**config.mk**
```make
export PLATFORM = sky130hd
export DESIGN_NAME = tcce_ctrl
export DESIGN_NICKNAME = d
export VERILOG_FILES = /design/src/rtl/text_console_char_engine_core_macros.svh /design/src/rtl/tcce_pkg.sv /design/src/rtl/tcce_ctrl.sv
export SDC_FILE = /design/constraint.sdc
export NUM_CORES = 1
export LEC_CHECK = 0
export ABC_CLOCK_PERIOD_IN_PS = 1900
export BUFFER_PORTS_ARGS = -buffer_cell sky130_fd_sc_hd__buf_2
export CAP_MARGIN = 20
export CORE_AREA = 10 10 47 49
export CTS_CLUSTER_DIAMETER = 120
export DETAILED_ROUTE_END_ITERATION = 12
export DIE_AREA = 0 0 57 59
export GPL_ROUTABILITY_DRIVEN = 0
export GPL_TIMING_DRIVEN = 0
export PLACE_DENSITY_LB_ADDON = 0.15
export SYNTH_ARGS = -nofsm -noshare
export SYNTH_HDL_FRONTEND = slang
export SYNTH_SLANG_ARGS = --single-unit
```
**constraint.sdc**
```tcl
create_clock -name i_clk -period 1.9 [get_ports i_clk]
set_input_delay 0.285 -clock i_clk [delete_from_list [all_inputs] [get_ports i_clk]]
set_output_delay 0.285 -clock i_clk [all_outputs]
set_load 0.005 [all_outputs]
```
**src/rtl/text_console_char_engine_core_macros.svh**
```systemverilog
// ----------------------------------------------------------------------------
// Text console char engine - assertion macros
// Concurrent assertion wrappers; they expand to nothing for synthesis.
// ----------------------------------------------------------------------------
`ifndef TEXT_CONSOLE_CHAR_ENGINE_CORE_MACROS_SVH
`define TEXT_CONSOLE_CHAR_ENGINE_CORE_MACROS_SVH
`ifndef SYNTHESIS
`define TCCE_ASSERT_IMP(name, clk, rst_n, ante, cons, msg) \
    name: assert property (@(posedge clk) disable iff (!rst_n) (ante) |-> (cons)) \
        else $error(msg);
`define TCCE_ASSERT_NXT(name, clk, rst_n, ante, cons, msg) \
    name: assert property (@(posedge clk) disable iff (!rst_n) (ante) |=> (cons)) \
        else $error(msg);
`else
`define TCCE_ASSERT_IMP(name, clk, rst_n, ante, cons, msg)
`define TCCE_ASSERT_NXT(name, clk, rst_n, ante, cons, msg)
`endif
`endif

```
**src/rtl/tcce_pkg.sv**
```systemverilog
// ----------------------------------------------------------------------------
// tcce_pkg
// Shared types and constants of the text console char engine.
// ----------------------------------------------------------------------------
`default_nettype none

package tcce_pkg;

    localparam int ACTION_W    = 2;
    localparam int CHAR_W      = 8;
    localparam int INDEX_W     = 11;
    localparam int LOC_W       = 11;
    localparam int CELL_W      = 16;
    localparam int ATTR_W      = 8;
    localparam int CFG_INDEX_W = 1;
    localparam int CFG_DATA_W  = 8;

    localparam logic [CFG_INDEX_W-1:0] REG_TEXT_ATTR  = 1'b0;
    localparam logic [CFG_INDEX_W-1:0] REG_BLANK_ATTR = 1'b1;

    localparam logic [CHAR_W-1:0] CH_BACKSPACE = 8'h08;
    localparam logic [CHAR_W-1:0] CH_TAB       = 8'h09;
    localparam logic [CHAR_W-1:0] CH_LF        = 8'h0A;
    localparam logic [CHAR_W-1:0] CH_CR        = 8'h0D;
    localparam logic [CHAR_W-1:0] CH_SPACE     = 8'h20;
    localparam logic [CHAR_W-1:0] CH_DELETE    = 8'h7F;

    localparam logic [ATTR_W-1:0] RESET_TEXT_ATTR  = 8'd14;
    localparam logic [ATTR_W-1:0] RESET_BLANK_ATTR = 8'd15;
    localparam logic [CELL_W-1:0] RESET_BLANK      = {RESET_BLANK_ATTR, CH_SPACE};

    typedef enum logic [ACTION_W-1:0] {
        ACT_PUT   = 2'd0,
        ACT_CLEAR = 2'd1,
        ACT_READ  = 2'd2
    } t_action;

    typedef enum logic [2:0] {
        ST_INIT,
        ST_IDLE,
        ST_EXEC,
        ST_SCROLL,
        ST_CLEAR
    } t_state;

    typedef enum logic [1:0] {
        SWEEP_NONE,
        SWEEP_INIT,
        SWEEP_CLEAR,
        SWEEP_SCROLL
    } t_sweep;

    typedef struct packed {
        logic   capture;
        logic   put;
        logic   home;
        logic   load_out;
        t_sweep sweep;
    } t_dp_cmd;

    typedef struct packed {
        logic [ACTION_W-1:0] action;
        logic                scroll;
        logic                sweep_done;
    } t_dp_status;

endpackage

`default_nettype wire

```
**src/rtl/tcce_ctrl.sv**
```systemverilog
// ----------------------------------------------------------------------------
// tcce_ctrl
// Sequencer: request handshake, screen sweeps and output register valid.
// ----------------------------------------------------------------------------
`default_nettype none

module tcce_ctrl
    import tcce_pkg::*;
(
    input  wire logic       i_clk,
    input  wire logic       i_rst_n,
    input  wire logic       i_in_valid,
    output logic            o_in_ready,
    output logic            o_out_valid,
    input  wire logic       i_out_ready,
    input  wire t_dp_status i_status,
    output t_dp_cmd         o_cmd
);

    t_state r_state, n_state;
    logic   r_out_valid, n_out_valid;

    always_ff @(posedge i_clk) begin
        if (!i_rst_n) begin
            r_state     <= ST_INIT;
            r_out_valid <= 1'b0;
        end else begin
            r_state     <= n_state;
            r_out_valid <= n_out_valid;
        end
    end

    always_comb begin
        n_state     = r_state;
        n_out_valid = r_out_valid;
        o_in_ready  = 1'b0;
        o_cmd       = '{capture: 1'b0, put: 1'b0, home: 1'b0, load_out: 1'b0,
                        sweep: SWEEP_NONE};

        if (r_out_valid && i_out_ready) begin
            n_out_valid = 1'b0;
        end

        unique case (r_state)
            ST_INIT: begin
                o_cmd.sweep = SWEEP_INIT;
                if (i_status.sweep_done) begin
                    n_state = ST_IDLE;
                end
            end
            ST_IDLE: begin
                o_in_ready = !r_out_valid || i_out_ready;
                if (i_in_valid && o_in_ready) begin
                    o_cmd.capture = 1'b1;
                    n_state       = ST_EXEC;
                end
            end
            ST_EXEC: begin
                unique case (i_status.action)
                    ACT_PUT: begin
                        o_cmd.put = 1'b1;
                        if (i_status.scroll) begin
                            n_state = ST_SCROLL;
                        end else begin
                            o_cmd.load_out = 1'b1;
                            n_state        = ST_IDLE;
                        end
                    end
                    ACT_CLEAR: begin
                        o_cmd.home = 1'b1;
                        n_state    = ST_CLEAR;
                    end
                    default: begin
                        o_cmd.load_out = 1'b1;
                        n_state        = ST_IDLE;
                    end
                endcase
            end
            ST_SCROLL: begin
                o_cmd.sweep = SWEEP_SCROLL;
                if (i_status.sweep_done) begin
                    o_cmd.load_out = 1'b1;
                    n_state        = ST_IDLE;
                end
            end
            ST_CLEAR: begin
                o_cmd.sweep = SWEEP_CLEAR;
                if (i_status.sweep_done) begin
                    o_cmd.load_out = 1'b1;
                    n_state        = ST_IDLE;
                end
            end
            default: begin
                n_state = ST_IDLE;
            end
        endcase

        if (o_cmd.load_out) begin
            n_out_valid = 1'b1;
        end
    end

    assign o_out_valid = r_out_valid;

endmodule

`default_nettype wire

```
* Yosys cells after proc, flatten, opt, wreduce, memory -nomap -nowiden *
Index checks and enable logic that the tools add are counted.
Widths: inputs -> output; s select.

storage, ports and cells
  input bits = 8
  logic and storage cells = 37
  register bits = 4
  output and inout bits = 8

operators by class
  equal/unequal tests = 7
  reduce and logical (&&, ||, !) cells = 10
  muxes and demuxes = 18

operators by type and width
  operator            number
  $mux 1              9
  $pmux 3 s3          1
  $eq 3x2->1 const B  2
  $mux 3              2
  $pmux 2 s3          1
  $pmux 3 s2          1
  $mux 2              2
  $pmux 1 s2          2
  $eq 3x1->1 const B  1
  $eq 3x3->1 const B  1
  $logic_not 3->1     1
  $reduce_or 3->1     1
  $eq 2x1->1 const B  1
  $logic_and 1x1->1   2
  $logic_not 2->1     1
  $ne 2x1->1 const B  1
  $ne 2x2->1 const B  1
  $reduce_and 2->1    1
  $reduce_bool 2->1   1
  $reduce_or 2->1     1
  $logic_not 1->1     1
  $logic_or 1x1->1    1

* Depth between registers and ports, before layout *
  word-level depth = 5
  mapped depth = 5
  depth with buffers taken out = 4

* Worst setup path after synthesis *
OpenSTA, ideal clock, no wires.

  kind = register -> output
  start point = register r_state[1]
  end point = output port o_cmd[2] (netlist name)
  stages on the path, launching flop included = 6
  slack = 0.442 ns
  buffers on the path = 2
  arrival time = 1.173 ns
  required time = 1.615 ns
  cells stage by stage = dfxtp_1 -> buf_4 -> or3b_1 -> o21ai_1 -> o2bb2ai_1 -> buf_4

RTL lines
  element                 RTL line         text
  start, declared         tcce_ctrl.sv:20  t_state r_state, n_state;
  start signal, assigned  tcce_ctrl.sv:28  r_state <= n_state;
  end, declared           tcce_ctrl.sv:17  output t_dp_cmd o_cmd

==> out/metrics.cfg <==
[final_layout]
drive_above_1_share=0.467
stdcell_count=76
final_cell_mix=buf_2, nor2_1, clkbuf_4, dfxtp_1
area_growth_pct=37.7
fillers=167
final_common_cell=buf_2
nets=70
num_antenna_cells=0

[global_route]
grt_usage=0.0541
antenna_found_initial=0
grt_pass1_vias=328
grt_max_degree=11
grt_pass1_wl_um=1480
grt_overflow=0

[worst_setup_path]
r2r-end=r_state[1]$_SDFFE_PN0P_
critPathRequiredTime_ps=1620
crit_path_start=r_state[0]$_SDFFE_PN0P_
cp_slowest_cell=or3b_4
crit_arrival_ps=1500
r2r.worst_path.cells=5
rr_startpoint=r_state[0]$_SDFFE_PN0P_
crit_cells=5
crit_family=simple AND/OR/NAND/NOR gates
cp-end-kind=output pin
slowest_delay_ps=420
path_buf_inv=3
cp-start-kind=register
r2r_slack_ps=480
path_cells=buf_6, or3b_4, o2bb2ai_2, buf_4, buf_2
cp_max_fo=10
critPathKind=reg -> out

[pwr]
peakVddDrop_mv=0.434
power_density_mw_per_mm2=835
p_leak_uw=0.000219

[placed_design]
dp_hpwl_um=752
port_buffers=15
place_inst=73

[drt]
wire_per_inst_um=12.3
routed_wl_um=935
remaining_drc_errors=0
drtAntennaViolNets=0
dr.pass1.iters=4
drt_iter0_markers=11
num_vias=362
vias_per_cell=4.76

[yosys]
yosysSeqAreaShare=0.234
synth-compound-area-share=0.256
synth_xor_area_frac=0.0256
synth_area_per_cell_sq_um=8.13
synth_area_sq_um=342
ys.warnings.count=0
synth_area_leaders=dfxtp_1, nor3_4, o21ai_1
synth-main-ff-cell=dfxtp_1
synth_cells=42
synthAdderAreaFrac=0
yosysTopAreaCellShare=0.234
post_synth_num_cell_types=28
synthesis.nets=50
async_flop_share=0
yosys.area_share.simple=0.374
synth_top_family_by_area=simple AND/OR/NAND/NOR gates
synth.area.mux_share=0
synth_seq_cells=4
synth-edff-count=0
yosysTopAreaCell=dfxtp_1

[die]
die_w_um=57
dieArea_sq_mm=0.00336
die_height_um=59
io_pins=16
core_sq_mm=0.00140
num_rows=14
initial_utilization=0.244

[timing]
hold_viol_final=0
fmax_mhz=560
skew_ps=1.16
fin_tns_setup_ps=0
setup_viol=0
fin_crit_sh=0.940
worst_slew_pin_slew_ps=275
slew-limit-headroom=0.816
rsz0062_at_grt=no
final.min_clock_period_ps=1790
maxSlewViolCount=0

[clocking]
cts_hold_buf=0
cts_setup_buffers=0
cts_buffers=3
cts_tree=built
cts.sinks=4
root_buffer=clkbuf_4
clkTransAtPathRegs_ps=40
clock_latency_ps=230
htree_levels=1
clock_tree.buffer_depth=2

[worst_hold_path]
hold_depth=2
hold_path_end=o_out_valid$_SDFFE_PN0P_
min-delay-start=i_rst_n
hold_path.class=in -> reg

[flow_run]
maxCapViolations=0

[outcome]
outcome=complete, no violations

[final cells by class]
cell class	count	area, sq um	share of cell area
Timing Repair Buffer	15	75.1	0.160
Buffer	3	26.3	0.0559
Clock buffer	3	22.5	0.0479
Tap cell	16	20.0	0.0426
Inverter	3	11.3	0.0239
Multi-Input combinational cell	32	234	0.497
Sequential cell	4	81.3	0.173
[metal layers]
metal	vias to the layer above	GRT usage	wire length (um)
met5	-	0	0
met4	0	0.0201	17
met3	2	0.0343	63
met2	12	0.0837	449
met1	160	0.0585	405
li1	188	-	-
[logic make-up (layout without fill, tap and decap cells)]
family	after synthesis	count (layout)
AO/OA/AOI/OAI	12	12
XOR/XNOR	1	1
buffers and inverters	6	24
flip-flops	4	4
AND/OR/NAND/NOR	19	19
[cells in the mapped netlist (2+ instances only)]
| library cell | n |
|---|---|
| o21ai_1 | 3 |
| buf_4 | 2 |
| nor2b_1 | 2 |
| dfxtp_1 | 4 |
| nor3_1 | 2 |
| nor3b_1 | 2 |
| inv_1 | 2 |
| nand2_1 | 2 |
| nor2_1 | 4 |
[flip-flops by register name (all words and copies together) (netlist names)]
register and count:
o_out_valid 1, r_state 3
[how the worst max path moves through the flow]
stage	endpoint	slack, ps
after floorplan	o_cmd[2]	440
after CTS	o_cmd[2]	20
after global placement	o_cmd[2]	230
after detailed placement	o_cmd[2]	240
final	o_cmd[2]	110
after global routing	o_cmd[2]	30
[report_power, final]
part	switching [uW]	internal [uW]
Sequential	6.54	97.1
Clock	33.6	70.6
Combinational	96.1	88.7
[through the flow]
step                hold WS [ps]  utilization  area, sq um  power [uW]  setup slack [ps]
floorplan                    403            -          342         227               442
global placement             542        0.312          437         288               226
detailed placement           542        0.312          437         287               243
CTS                          301        0.329          460         396              24.0
global route                 306        0.336          470         431              29.9
finish                       301        0.336          470         393               113
[timing repair]
| item | 4_1_cts | 5_1_grt |
|---|---|---|
| resized for setup | 1 | 2 |
| gates cloned | 0 | 0 |
| pin swaps | 0 | 0 |
| endpoints found under the setup margin | 1 | 1 |
| hold endpoints to repair | 0 | 0 |
Note: power is estimated with default switching activity, not from simulation.
